## src/hw/rtl/bcc_pkg.sv

```systemverilog
package bcc_pkg;

   localparam int CAPACITY      = 64;
   localparam int NUMBER_BITS   = 32;
   localparam int POSITION_BITS = 32;
   localparam int SLOT_BITS     = $clog2(CAPACITY);
   localparam int COUNT_BITS    = $clog2(CAPACITY + 1);
   localparam int KEY_BITS      = 2 + NUMBER_BITS;
   localparam int NU_BITS       = 1 + POSITION_BITS;
   localparam logic [6:0] CAPACITY_RESET = 7'd64;

   typedef struct packed {
      logic [1:0]  access_type;
      logic [31:0] access_number;
      logic        has_next_use;
      logic [31:0] next_use_position;
   } req_payload_type;

   typedef struct packed {
      logic        hit;
      logic [5:0]  slot;
      logic        evicted;
      logic [1:0]  evicted_type;
      logic [31:0] evicted_number;
   } rsp_payload_type;

   typedef enum logic [2:0] {
      ST_IDLE,
      ST_LOOKUP,
      ST_DECIDE,
      ST_SCAN,
      ST_WRITE,
      ST_RESPOND
   } state_type;

   // Commands from the controller to the datapath.
   typedef struct packed {
      logic load;       // capture the request, clear the scan index
      logic step;       // advance the scan index by one slot
      logic lookup;     // this scan step compares keys
      logic victim;     // this scan step looks for the victim
      logic restart;    // reset the scan index to slot zero
      logic commit;     // update the slot tables
      logic show;       // load the result register
   } cmd_type;

   // Status from the datapath to the controller.
   typedef struct packed {
      logic scan_last;  // the current scan index is the final slot
      logic found;      // lookup found the key
      logic must_evict; // the cache is full for this miss
      logic stop_early; // victim scan met a slot that is never used again
   } status_type;

endpackage

```

## src/hw/rtl/bcc_ctrl.sv

```systemverilog
module bcc_ctrl (
   input  logic               clock,
   input  logic               reset,
   input  logic               req_valid,
   output logic               req_stall,
   output logic               rsp_valid,
   input  logic               rsp_stall,
   input  bcc_pkg::status_type status,
   output bcc_pkg::cmd_type    cmd
);
   import bcc_pkg::*;

   state_type state_ff, state_in;

   always_ff @(posedge clock) begin
      if (reset) begin
         state_ff <= ST_IDLE;
      end else begin
         state_ff <= state_in;
      end
   end

   always_comb begin
      state_in  = state_ff;
      cmd       = '0;
      req_stall = 1'b1;
      rsp_valid = 1'b0;
      unique case (state_ff)
         ST_IDLE: begin
            req_stall = 1'b0;
            if (req_valid) begin
               cmd.load = 1'b1;
               state_in = ST_LOOKUP;
            end
         end
         ST_LOOKUP: begin
            cmd.lookup = 1'b1;
            cmd.step   = 1'b1;
            if (status.scan_last) begin
               state_in = ST_DECIDE;
            end
         end
         ST_DECIDE: begin
            cmd.restart = 1'b1;
            if (!status.found && status.must_evict) begin
               state_in = ST_SCAN;
            end else begin
               state_in = ST_WRITE;
            end
         end
         ST_SCAN: begin
            cmd.victim = 1'b1;
            cmd.step   = 1'b1;
            if (status.scan_last || status.stop_early) begin
               state_in = ST_WRITE;
            end
         end
         ST_WRITE: begin
            cmd.commit = 1'b1;
            cmd.show   = 1'b1;
            state_in   = ST_RESPOND;
         end
         ST_RESPOND: begin
            rsp_valid = 1'b1;
            if (!rsp_stall) begin
               state_in = ST_IDLE;
            end
         end
         default: state_in = ST_IDLE;
      endcase
   end

endmodule

```

## config.mk

```make
export PLATFORM = sky130hd
export DESIGN_NAME = bcc_ctrl
export DESIGN_NICKNAME = d
export VERILOG_FILES = /design/src/hw/rtl/bcc_pkg.sv /design/src/hw/rtl/bcc_ctrl.sv
export SDC_FILE = /design/constraint.sdc
export NUM_CORES = 1
export LEC_CHECK = 0
export ABC_AREA = 1
export BUFFER_PORTS_ARGS = -buffer_cell sky130_fd_sc_hd__buf_4
export CELL_PAD_IN_SITES_DETAIL_PLACEMENT = 1
export CELL_PAD_IN_SITES_GLOBAL_PLACEMENT = 2
export CORE_MARGIN = 1.5
export CORE_UTILIZATION = 16
export DETAILED_ROUTE_END_ITERATION = 7
export HOLD_SLACK_MARGIN = 0.12
export PLACE_DENSITY = 0.75
export SKIP_CTS_REPAIR_TIMING = 1
export SLEW_MARGIN = 10
export SYNTH_ARGS = -nofsm -noshare
export SYNTH_HDL_FRONTEND = slang
export SYNTH_SLANG_ARGS = --single-unit
```

## constraint.sdc

```tcl
create_clock -name clock -period 1.35 [get_ports clock]
set_clock_uncertainty 0.2 [all_clocks]
set_input_delay 0.2025 -clock clock [delete_from_list [all_inputs] [get_ports clock]]
set_output_delay 0.2025 -clock clock [all_outputs]
set_load 0.01 [all_outputs]
```

==> impl_metrics.sql, run 1 <==
INSERT INTO impl_metrics (metric_group, metric, value, unit) VALUES
('floorplan', 'floorplan.die.width', '44.8', 'µm'),
('power_and_ir_drop', 'seq_power_share', '20.6', '%'),
('worst_hold_path', 'hold_path.startpoint', 'status[3]', ''),
('drt', 'routed_via_density', '4.24', ''),
('synthesis', 'synth_area', '279', 'µm²'),
('clocking', 'cts-root-buf', 'sky130_fd_sc_hd__clkbuf_4', ''),
('synthesis', 'yosysWarnings', '0', ''),
('sta', 'layout_min_cycle_time', '1.45', 'ns'),
('setup_path', 'worst_path_max_stage_delay', '0.36', 'ns'),
('global_route', 'grt_start_max_net_pins', '8', ''),
('worst_hold_path', 'min_delay_worst_endpoint', 'state_ff[2]', ''),
('place', 'place_hpwl', '777', 'µm'),
('sta', 'rsz0062_at_grt', 'true', ''),
('place', 'place.detailed.instances', '87', ''),
('global_route', 'global_route.overflow_total', '0', ''),
('drt', 'detailroute.via_count', '416', ''),
('setup_path', 'worst-r2r-setup-slack', '0.03', 'ns'),
('place', 'io_buffer_count', '16', ''),
('power_and_ir_drop', 'p_int', '0.655', 'mW'),
('worst_hold_path', 'holdPathStages', '5', ''),
('setup_path', 'cp.arrival', '1.05', 'ns'),
('layout', 'syn_to_final_growth', '109', '%'),
('outcome', 'status', 'finished with violations', ''),
('setup_path', 'crit_fanout', '7', ''),
('worst_hold_path', 'path_class_of_the_lowest_slack_min_delay_path', 'in -> reg', ''),
('drt', 'drt_drc_violations_left', '0', ''),
('synthesis', 'synth_area_per_cell', '5.26', 'µm²'),
('setup_path', 'critical-path-slowest-cell', 'sky130_fd_sc_hd__dfxtp_4', ''),
('power_and_ir_drop', 'power.ir.vdd_worst', '1.02', 'mV'),
('sta', 'timing_worst_slew_pin_value', '0.140', 'ns'),
('floorplan', 'die_area', '2000', 'µm²'),
('clocking', 'clk-insertion-delay-late', '0.23', 'ns'),
('synthesis', 'synth-seq-cells', '3', ''),
('setup_path', 'worst_ep_required_time', '0.95', 'ns'),
('layout', 'final_layout_size_suffix_gt1_share', '56.1', '%'),
('flow_run', 'max_cap_viol', '0', ''),
('drt', 'antenna_violating_nets_post_route', '0', ''),
('synthesis', 'synthesis.nets', '61', ''),
('drt', 'drt_iter0_drc', '2', ''),
('drt', 'drt_pass1_iterations', '3', ''),
('floorplan', 'ioPinCount', '17', ''),
('global_route', 'grt_resource_usage_total', '9.95', '%'),
('setup_path', 'startpoint_type', 'register', ''),
('sta', 'fin_crit_sh', '108', '%'),
('synthesis', 'ys_seq_area_share', '21.5', '%'),
('setup_path', 'r2r_cells', '7', ''),
('setup_path', 'timing.critical_path.to_type', 'primary output', ''),
('place', 'gp_routability_congestion', '0.753', ''),
('clocking', 'tritoncts', 'done', ''),
('floorplan', 'fp-row-count', '14', ''),
('synthesis', 'syn_inst', '53', ''),
('sta', 'final_worst_setup_slack', '-0.103', 'ns'),
('power_and_ir_drop', 'power.switching', '0.541', 'mW'),
('floorplan', 'floorplan.die.height', '44.8', 'µm'),
('place', 'detailedPlace.worstSlack', '-0.0596', 'ns'),
('layout', 'nets', '91', ''),
('layout', 'inserted_diodes', '0', ''),
('layout', 'stdcell_count', '98', ''),
('sta', 'report.final.setup_viol', '9', ''),
('power_and_ir_drop', 'power.total', '1.20', 'mW'),
('power_and_ir_drop', 'pwr_density_cell', '2050', 'nW/µm²'),
('clocking', 'cts_htree_levels', '1', ''),
('clocking', 'cts_sink_count', '3', ''),
('sta', 'max_clock_freq', '688', 'MHz'),
('layout', 'largest_register_ffs', '3', ''),
('sta', 'fin_setup_tns', '-0.486', 'ns'),
('layout', 'layout_commonest_cell', 'sky130_fd_sc_hd__buf_4', ''),
('outcome', 'violations', 'setup timing', ''),
('floorplan', 'effective_utilization_at_floorplan', '17.7', '%'),
('clocking', 'tritoncts.num_buffers', '3', ''),
('sta', 'timing.hold.ws', '0.198', 'ns');
[layer usage]
layer / up-vias / global-route usage [%] / wire, µm
met2: 11 / 15.7 / 496
met1: 184 / 13.9 / 428
met5: - / 0 / 0
met4: 0 / 5.45 / 0
met3: 0 / 0 / 41
li1: 221 / - / -
[layout make-up]
type                    count  area, µm²  area share, %
clock buffers               4       26.3           4.50
well taps                  16       20.0           3.43
multi-input cells          37        215           36.8
repair buffers             26        201           34.5
flip-flops and latches      3       71.3           12.2
inverters                  12       50.0           8.57
[worst max-delay path by stage]
stage / from / to / slack, ns / cells after the start
after global placement: state_ff[1] / state_ff[1] / -0.03 / 7
after global routing: state_ff[1] / cmd[6] / -0.17 / 4
after CTS: state_ff[0] / cmd[6] / -0.33 / 4
after detailed placement: state_ff[0] / cmd[6] / -0.06 / 4
after floorplan: state_ff[0] / cmd[6] / 0.06 / 3
final: state_ff[2] / cmd[6] / -0.10 / 5
[Yosys cell counts (all sizes together)]
master   n  area, µm²
dfxtp    3       60.1
nor2    12       47.6
a21oi    4       20.0
inv     12       45.0
nor3     2       10.0
nand2   12       47.6
nand4    1       6.26
buf      1       7.51
nand3    6       35.0
[power groups by stage]
stage / combinational, mW / sequential [mW] / clock (mW)
final: 0.796 / 0.246 / 0.154
after global routing: 0.886 / 0.258 / 0.170
after CTS: 0.610 / 0.189 / 0.165
after detailed placement: 0.608 / 0.191 / 0
after global placement: 0.601 / 0.190 / 0
after floorplan: 0.352 / 0.172 / 0
[logic make-up (layout without fill, tap and decap cells)]
family,Yosys count,in the layout,share of synthesized area (%)
flip-flops,3,3,21.5
buffers and inverters,13,42,18.8
AND/OR/NAND/NOR,33,33,52.5
AO/OA/AOI/OAI,4,4,7.18
[stage by stage]
| stage | util, % | cell area, µm² |
|---|---|---|
| 2_1_floorplan | - | 279 |
| 3_3_place_gp | 27.5 | 434 |
| 3_5_place_dp | 27.5 | 434 |
| 4_1_cts | 29.2 | 460 |
| 5_1_grt | 37.1 | 584 |
| 6_report | 37.1 | 584 |
[worst max-delay path, delay by kind of cell (launching register included)]
family | cells | cell delay (ns)
DFF | 1 | 0.36
and+or+nand+nor | 2 | 0.15
buffers and inverters | 3 | 0.30
Power figures use the tool's default switching activity.
==> run 2, diff against run 1 <==
--- a/config.mk
+++ b/config.mk
@@ -6,14 +6,14 @@
 export NUM_CORES = 1
 export LEC_CHECK = 0
 export ABC_AREA = 1
-export BUFFER_PORTS_ARGS = -buffer_cell sky130_fd_sc_hd__buf_4
 export CELL_PAD_IN_SITES_DETAIL_PLACEMENT = 1
 export CELL_PAD_IN_SITES_GLOBAL_PLACEMENT = 2
-export CORE_MARGIN = 1.5
-export CORE_UTILIZATION = 16
+export CORE_AREA = 2 2 39 41
 export DETAILED_ROUTE_END_ITERATION = 7
+export DIE_AREA = 0 0 41 43
+export DONT_BUFFER_PORTS = 1
 export HOLD_SLACK_MARGIN = 0.12
-export PLACE_DENSITY = 0.75
+export PLACE_DENSITY = 0.68
 export SKIP_CTS_REPAIR_TIMING = 1
 export SLEW_MARGIN = 10
 export SYNTH_ARGS = -nofsm -noshare
==> run 2 against run 1 <==
The run still ends with setup timing left. Combinational power down 22%. Worst setup slack better by 0.072 ns. Hold slack worse by 0.13 ns.
==> impl_metrics.sql, run 2 (synthesis results as in run 1) <==
INSERT INTO impl_metrics (metric_group, metric, value, unit) VALUES
('outcome', 'status', 'finished with violations', ''),
('outcome', 'violations', 'setup timing', ''),
('clocking', 'clkSlewWorstSetupHoldPaths', '0.03', 'ns'),
('place', 'io_buffer_count', '0', ''),
('sta', 'finalHoldViolations', '0', ''),
('power_and_ir_drop', 'power.ir.vdd_worst', '0.797', 'mV'),
('layout', 'syn_to_final_growth', '60.1', '%'),
('layout', 'nets', '73', ''),
('power_and_ir_drop', 'sw_share', '48.9', '%'),
('global_route', 'grt_start_max_net_pins', '8', ''),
('setup_path', 'destination_of_the_worst_register_to_register_timing_path', 'state_ff[1]', ''),
('global_route', 'use_met1', '12.7', '%'),
('power_and_ir_drop', 'pwr_density_cell', '2290', 'nW/µm²'),
('drt', 'drt_pass1_iterations', '1', ''),
('setup_path', 'path_delay_family', 'flip-flops', ''),
('setup_path', 'critical_path.startpoint', 'state_ff[2]', ''),
('clocking', 'clk-insertion-delay-late', '0.23', 'ns'),
('sta', 'fin_crit_sh', '102', '%'),
('sta', 'fin_setup_tns', '-0.135', 'ns'),
('worst_hold_path', 'path_class_of_the_lowest_slack_min_delay_path', 'in -> reg', ''),
('power_and_ir_drop', 'power.clock.fraction', '15.0', '%'),
('floorplan', 'ioPinCount', '17', ''),
('sta', 'rsz0062_at_grt', 'true', ''),
('global_route', 'global_route.overflow_total', '0', ''),
('setup_path', 'critical_path.cell_chain', 'inv_8 -> nor3_2 -> buf_4', ''),
('clocking', 'ctsLongestPathBuffers', '2', ''),
('worst_hold_path', 'min_delay_worst_endpoint', 'state_ff[2]', ''),
('setup_path', 'critPathBufInv', '2', ''),
('drt', 'routed_via_density', '4.46', ''),
('setup_path', 'startpoint_type', 'register', ''),
('drt', 'detailroute.via_count', '357', ''),
('clocking', 'tritoncts.num_buffers', '3', ''),
('global_route', 'global_route_wire_length_before_repair', '1.27', 'mm'),
('global_route', 'grt_most_used_layer', 'met2', ''),
('global_route', 'grt_antenna_before_repair', '0', ''),
('drt', 'antenna_violating_nets_post_route', '0', ''),
('sta', 'worst_slew_margin_rel', '90.4', '%'),
('floorplan', 'floorplan.die.width', '41', 'µm'),
('layout', 'final_cell_mix', 'sky130_fd_sc_hd__nand2_1, sky130_fd_sc_hd__nor2_1, sky130_fd_sc_hd__inv_1, sky130_fd_sc_hd__buf_4', ''),
('setup_path', 'critical-path-slowest-cell', 'sky130_fd_sc_hd__dfxtp_4', ''),
('setup_path', 'worst-r2r-setup-slack', '0.10', 'ns'),
('sta', 'report.final.setup_viol', '6', ''),
('clocking', 'cts-root-buf', 'sky130_fd_sc_hd__clkbuf_4', ''),
('global_route', 'first_global_vias', '342', ''),
('layout', 'largest_register_ffs', '3', ''),
('layout', 'final_layout_size_suffix_gt1_share', '46.9', '%'),
('worst_hold_path', 'holdPathStages', '4', ''),
('global_route', 'grt_util_met2', '16.3', '%'),
('layout', 'inserted_diodes', '0', ''),
('clocking', 'tritoncts', 'done', ''),
('setup_path', 'timing.critical_path.to_type', 'primary output', ''),
('floorplan', 'core_region_area', '1380', 'µm²'),
('drt', 'totalWireLength', '828', 'µm'),
('setup_path', 'crit_fanout', '7', ''),
('worst_hold_path', 'hold_path.startpoint', 'status[3]', ''),
('power_and_ir_drop', 'p_int', '0.523', 'mW'),
('place', 'place_hpwl', '667', 'µm'),
('clocking', 'cts_sink_count', '3', ''),
('setup_path', 'launching_point_of_the_worst_reg2reg_path', 'state_ff[1]', ''),
('global_route', 'grt_resource_usage_total', '11.0', '%'),
('clocking', 'cts_htree_levels', '1', ''),
('drt', 'drt_iter0_drc', '0', ''),
('setup_path', 'worst_path_max_stage_delay', '0.40', 'ns'),
('sta', 'final_worst_setup_slack', '-0.0307', 'ns'),
('setup_path', 'r2r_cells', '7', ''),
('floorplan', 'die_area', '1760', 'µm²'),
('sta', 'layout_min_cycle_time', '1.38', 'ns'),
('drt', 'drt_drc_violations_left', '0', ''),
('global_route', 'global_route.usage.met3', '3.14', '%'),
('floorplan', 'floorplan.die.height', '43', 'µm'),
('sta', 'final_max_tran_viols', '0', ''),
('drt', 'wire_length_per_cell', '10.4', 'µm'),
('layout', 'max_flop_register', 'state_ff', ''),
('power_and_ir_drop', 'seq_power_share', '24.4', '%'),
('floorplan', 'effective_utilization_at_floorplan', '20.2', '%'),
('sta', 'max_clock_freq', '724', 'MHz'),
('setup_path', 'worst_ep_required_time', '0.95', 'ns'),
('setup_path', 'cp.arrival', '0.98', 'ns'),
('sta', 'timing_worst_slew_pin_value', '0.144', 'ns'),
('place', 'gp_routability_congestion', '0.745', ''),
('power_and_ir_drop', 'power.static_leakage', '0.234', 'nW'),
('floorplan', 'fp-row-count', '14', ''),
('flow_run', 'max_cap_viol', '0', ''),
('power_and_ir_drop', 'p_comb_share', '60.6', '%'),
('power_and_ir_drop', 'power.switching', '0.501', 'mW'),
('setup_path', 'worstSetupPathType', 'reg -> out', ''),
('power_and_ir_drop', 'power.total', '1.02', 'mW'),
('layout', 'largestRegisters', 'state_ff x3', '');
==> run 2: cell count changes in the layout (fill, tap and decap cells not counted), sizes merged <==
cell	previous run	this run
buf	25	7
==> run 2: per-stage QoR <==
step / util, % / setup WS (ns) / instance area, µm² / hold slack, ns / cells
after detailed placement: 24.3 / -0.0336 / 337 / 0.0760 / 74
after CTS: 26.2 / -0.255 / 363 / -0.174 / 78
final: 32.3 / -0.0307 / 447 / 0.0705 / 80
after floorplan: - / 0.0561 / 279 / 0.0716 / 53
after global placement: 24.3 / -0.0283 / 337 / 0.0726 / 74
after global routing: 32.3 / -0.0803 / 447 / 0.126 / 80
==> run 2: power groups by stage <==
stage / clock network (mW) / registers [mW] / logic, mW
2_1_floorplan: 0 / 0.172 / 0.352
3_3_place_gp: 0 / 0.187 / 0.500
3_5_place_dp: 0 / 0.190 / 0.498
4_1_cts: 0.164 / 0.188 / 0.499
5_1_grt: 0.169 / 0.261 / 0.710
6_report: 0.154 / 0.249 / 0.620
==> run 2: final cells by class <==
type,instances,area (µm²)
Fill cell,189,937
Clock buffer,4,26.3
Timing Repair Buffer,8,62.6
Sequential cell,3,71.3
Inverter,12,52.6
Multi-Input combinational cell,37,214
Tap cell,16,20.0
==> run 2: how the worst max path moves through the flow <==
stage	to	slack [ns]	cells past startpoint
final	rsp_valid	-0.03	3
after global placement	state_ff[1]	-0.03	6
after CTS	cmd[6]	-0.25	3
after detailed placement	state_ff[1]	-0.03	7
after floorplan	cmd[6]	0.06	3
after global routing	req_stall	-0.08	3
==> run 2: layer usage <==
metal  vias up  wire length, µm
li1        184                -
met1       163              342
met2        10              435
met3         0               49
met4         0                0
met5         -                0
==> run 2: tightest hold or removal path, delay by kind of cell <==
family	cells	cell delay (ns)
AND/OR/NAND/NOR	3	0.20
AO/OA/AOI/OAI	1	0.05
==> run 3, diff against run 2 <==
--- a/config.mk
+++ b/config.mk
@@ -12,6 +12,7 @@
 export DETAILED_ROUTE_END_ITERATION = 7
 export DIE_AREA = 0 0 41 43
 export DONT_BUFFER_PORTS = 1
+export GPL_TIMING_DRIVEN = 0
 export HOLD_SLACK_MARGIN = 0.12
 export PLACE_DENSITY = 0.68
 export SKIP_CTS_REPAIR_TIMING = 1
==> run 3 against run 2 <==
The flow finishes with violations (hold timing, setup timing). Clock power hardly changed. Non-clock buffer count is 3 lower. Clock-buffer cell count stayed put. Sequential power is 5% lower. Global-route usage is 0.67 points lower. Die area stayed put. Power is 9.4% lower. Sequential cell count stayed put. Largest power group unchanged.
==> impl_metrics.sql, run 3 (synthesis results as in run 1) <==
INSERT INTO impl_metrics (metric_group, metric, value, unit) VALUES
('sta', 'final_worst_setup_slack', '-0.0712', 'ns'),
('place', 'place_hpwl', '636', 'µm'),
('floorplan', 'floorplan.die.height', '43', 'µm'),
('sta', 'worst_slew_margin_rel', '84.0', '%'),
('layout', 'layout.filler_cells', '181', ''),
('setup_path', 'timing.critical_path.to_type', 'primary output', ''),
('setup_path', 'critical-path-slowest-cell', 'sky130_fd_sc_hd__dfxtp_4', ''),
('sta', 'fin_setup_tns', '-0.166', 'ns'),
('sta', 'finalHoldViolations', '1', ''),
('drt', 'antenna_violating_nets_post_route', '0', ''),
('clocking', 'cts_htree_levels', '1', ''),
('power_and_ir_drop', 'power.static_leakage', '0.218', 'nW'),
('layout', 'layout_commonest_cell', 'sky130_fd_sc_hd__inv_1', ''),
('flow_run', 'max_cap_viol', '0', ''),
('clocking', 'clk-insertion-delay-late', '0.23', 'ns'),
('sta', 'fin_crit_sh', '105', '%'),
('clocking', 'cts-root-buf', 'sky130_fd_sc_hd__clkbuf_4', ''),
('layout', 'largest_register_ffs', '3', ''),
('drt', 'wire_length_per_cell', '10.1', 'µm'),
('worst_hold_path', 'path_class_of_the_lowest_slack_min_delay_path', 'in -> reg', ''),
('layout', 'area_taken_by_multi_input_logic_gates', '206', 'µm²'),
('setup_path', 'critical_path.startpoint', 'state_ff[1]', ''),
('setup_path', 'launching_point_of_the_worst_reg2reg_path', 'state_ff[1]', ''),
('floorplan', 'fp-row-count', '14', ''),
('floorplan', 'die_area', '1760', 'µm²'),
('floorplan', 'effective_utilization_at_floorplan', '20.2', '%'),
('clocking', 'ctsLongestPathBuffers', '2', ''),
('global_route', 'first_global_vias', '335', ''),
('floorplan', 'ioPinCount', '17', ''),
('outcome', 'violations', 'hold timing, setup timing', ''),
('setup_path', 'r2r_cells', '7', ''),
('place', 'gp_routability_congestion', '0.723', ''),
('layout', 'final_layout_size_suffix_gt1_share', '39.3', '%'),
('clocking', 'tritoncts.num_buffers', '3', ''),
('drt', 'drt_drc_violations_left', '0', ''),
('setup_path', 'worstSetupPathType', 'reg -> out', ''),
('sta', 'final_max_tran_viols', '0', ''),
('layout', 'area_used_by_sequential_logic_in_the_layout', '71.3', 'µm²'),
('drt', 'drt_iter0_drc', '1', ''),
('layout', 'syn_to_final_growth', '49.8', '%'),
('sta', 'report.final.setup_viol', '4', ''),
('drt', 'routed_via_density', '4.40', ''),
('setup_path', 'startpoint_type', 'register', ''),
('layout', 'inserted_diodes', '0', ''),
('setup_path', 'worst_path_max_stage_delay', '0.36', 'ns'),
('setup_path', 'critical_path.cell_chain', 'nor2_4 -> nand2_2 -> inv_2 -> buf_6', ''),
('global_route', 'grt_antenna_before_repair', '0', ''),
('clocking', 'clkSlewWorstSetupHoldPaths', '0.04', 'ns'),
('sta', 'max_clock_freq', '704', 'MHz'),
('global_route', 'grt_resource_usage_total', '10.3', '%'),
('floorplan', 'core_region_area', '1380', 'µm²'),
('layout', 'largestRegisters', 'state_ff x3', ''),
('layout', 'max_flop_register', 'state_ff', ''),
('drt', 'totalWireLength', '779', 'µm'),
('sta', 'timing_worst_slew_pin_value', '0.239', 'ns'),
('outcome', 'status', 'finished with violations', ''),
('layout', 'final_cell_mix', 'sky130_fd_sc_hd__inv_1, sky130_fd_sc_hd__nand2_1, sky130_fd_sc_hd__nor2_1', ''),
('power_and_ir_drop', 'power.ir.vdd_worst', '0.985', 'mV'),
('floorplan', 'floorplan.die.width', '41', 'µm'),
('setup_path', 'critPathBufInv', '2', ''),
('global_route', 'global_route_wire_length_before_repair', '1.24', 'mm'),
('setup_path', 'worst-r2r-setup-slack', '0.05', 'ns'),
('clocking', 'cts_sink_count', '3', ''),
('setup_path', 'crit_fanout', '7', ''),
('clocking', 'tritoncts', 'done', ''),
('sta', 'rsz0062_at_grt', 'true', ''),
('worst_hold_path', 'hold_path.startpoint', 'rsp_stall', ''),
('place', 'io_buffer_count', '0', ''),
('layout', 'layout.core_utilization', '30.2', '%'),
('setup_path', 'worst_ep_required_time', '0.95', 'ns'),
('drt', 'detailroute.via_count', '339', ''),
('setup_path', 'cp.arrival', '1.02', 'ns'),
('sta', 'layout_min_cycle_time', '1.42', 'ns'),
('setup_path', 'crit_cells', '4', ''),
('layout', 'final_area', '418', 'µm²'),
('global_route', 'global_route.overflow_total', '0', ''),
('worst_hold_path', 'holdPathStages', '2', ''),
('global_route', 'grt_start_max_net_pins', '8', ''),
('power_and_ir_drop', 'pwr_density_cell', '2220', 'nW/µm²'),
('sta', 'timing.hold.ws', '-0.0149', 'ns'),
('layout', 'nets', '70', ''),
('place', 'place_area', '299', 'µm²'),
('setup_path', 'path_delay_family', 'flip-flops', ''),
('drt', 'drt_pass1_iterations', '2', '');
## run 3: area by class of cell
type                    instances  share of cell area, %
plain buffers                   1                   2.69
multi-input cells              37                   49.4
well taps                      16                   4.79
clock buffers                   4                   6.29
inverters                      12                   11.4
flip-flops and latches          3                   17.1
repair buffers                  4                   8.38
## run 3: metrics by stage
step / instances / worst slack [ns] / hold slack [ns] / power (mW)
after floorplan: 53 / 0.0561 / 0.0716 / 0.524
after global placement: 69 / -0.0872 / 0.0741 / 0.610
after detailed placement: 69 / -0.0964 / 0.0765 / 0.610
after CTS: 73 / -0.339 / -0.173 / 0.775
after global routing: 77 / -0.116 / -0.00501 / 1.03
final: 77 / -0.0712 / -0.0149 / 0.927
## run 3: path summary, 6_finish.rpt
path	endpoint
setup / recovery	cmd[1]
hold / removal	state_ff[2]
setup reg to reg	state_ff[1]
hold reg to reg	state_ff[1]
## run 3: routing by layer
layer / GRT usage (%) / up-vias / wire [µm] / share of wire (%)
li1: - / 179 / - / -
met1: 11.9 / 150 / 332 / 43
met2: 16.3 / 10 / 390 / 50
met3: 1.05 / 0 / 56 / 7.2
met4: 8.00 / 0 / 0 / 0
met5: 0 / - / 0 / 0
## run 3: power breakdown
group,total (mW),leakage [nW],switching [mW],internal (mW)
combinational,0.537,0.176,0.341,0.196
sequential,0.236,0.0267,0.0897,0.147
clock,0.153,0.0150,0.0427,0.110
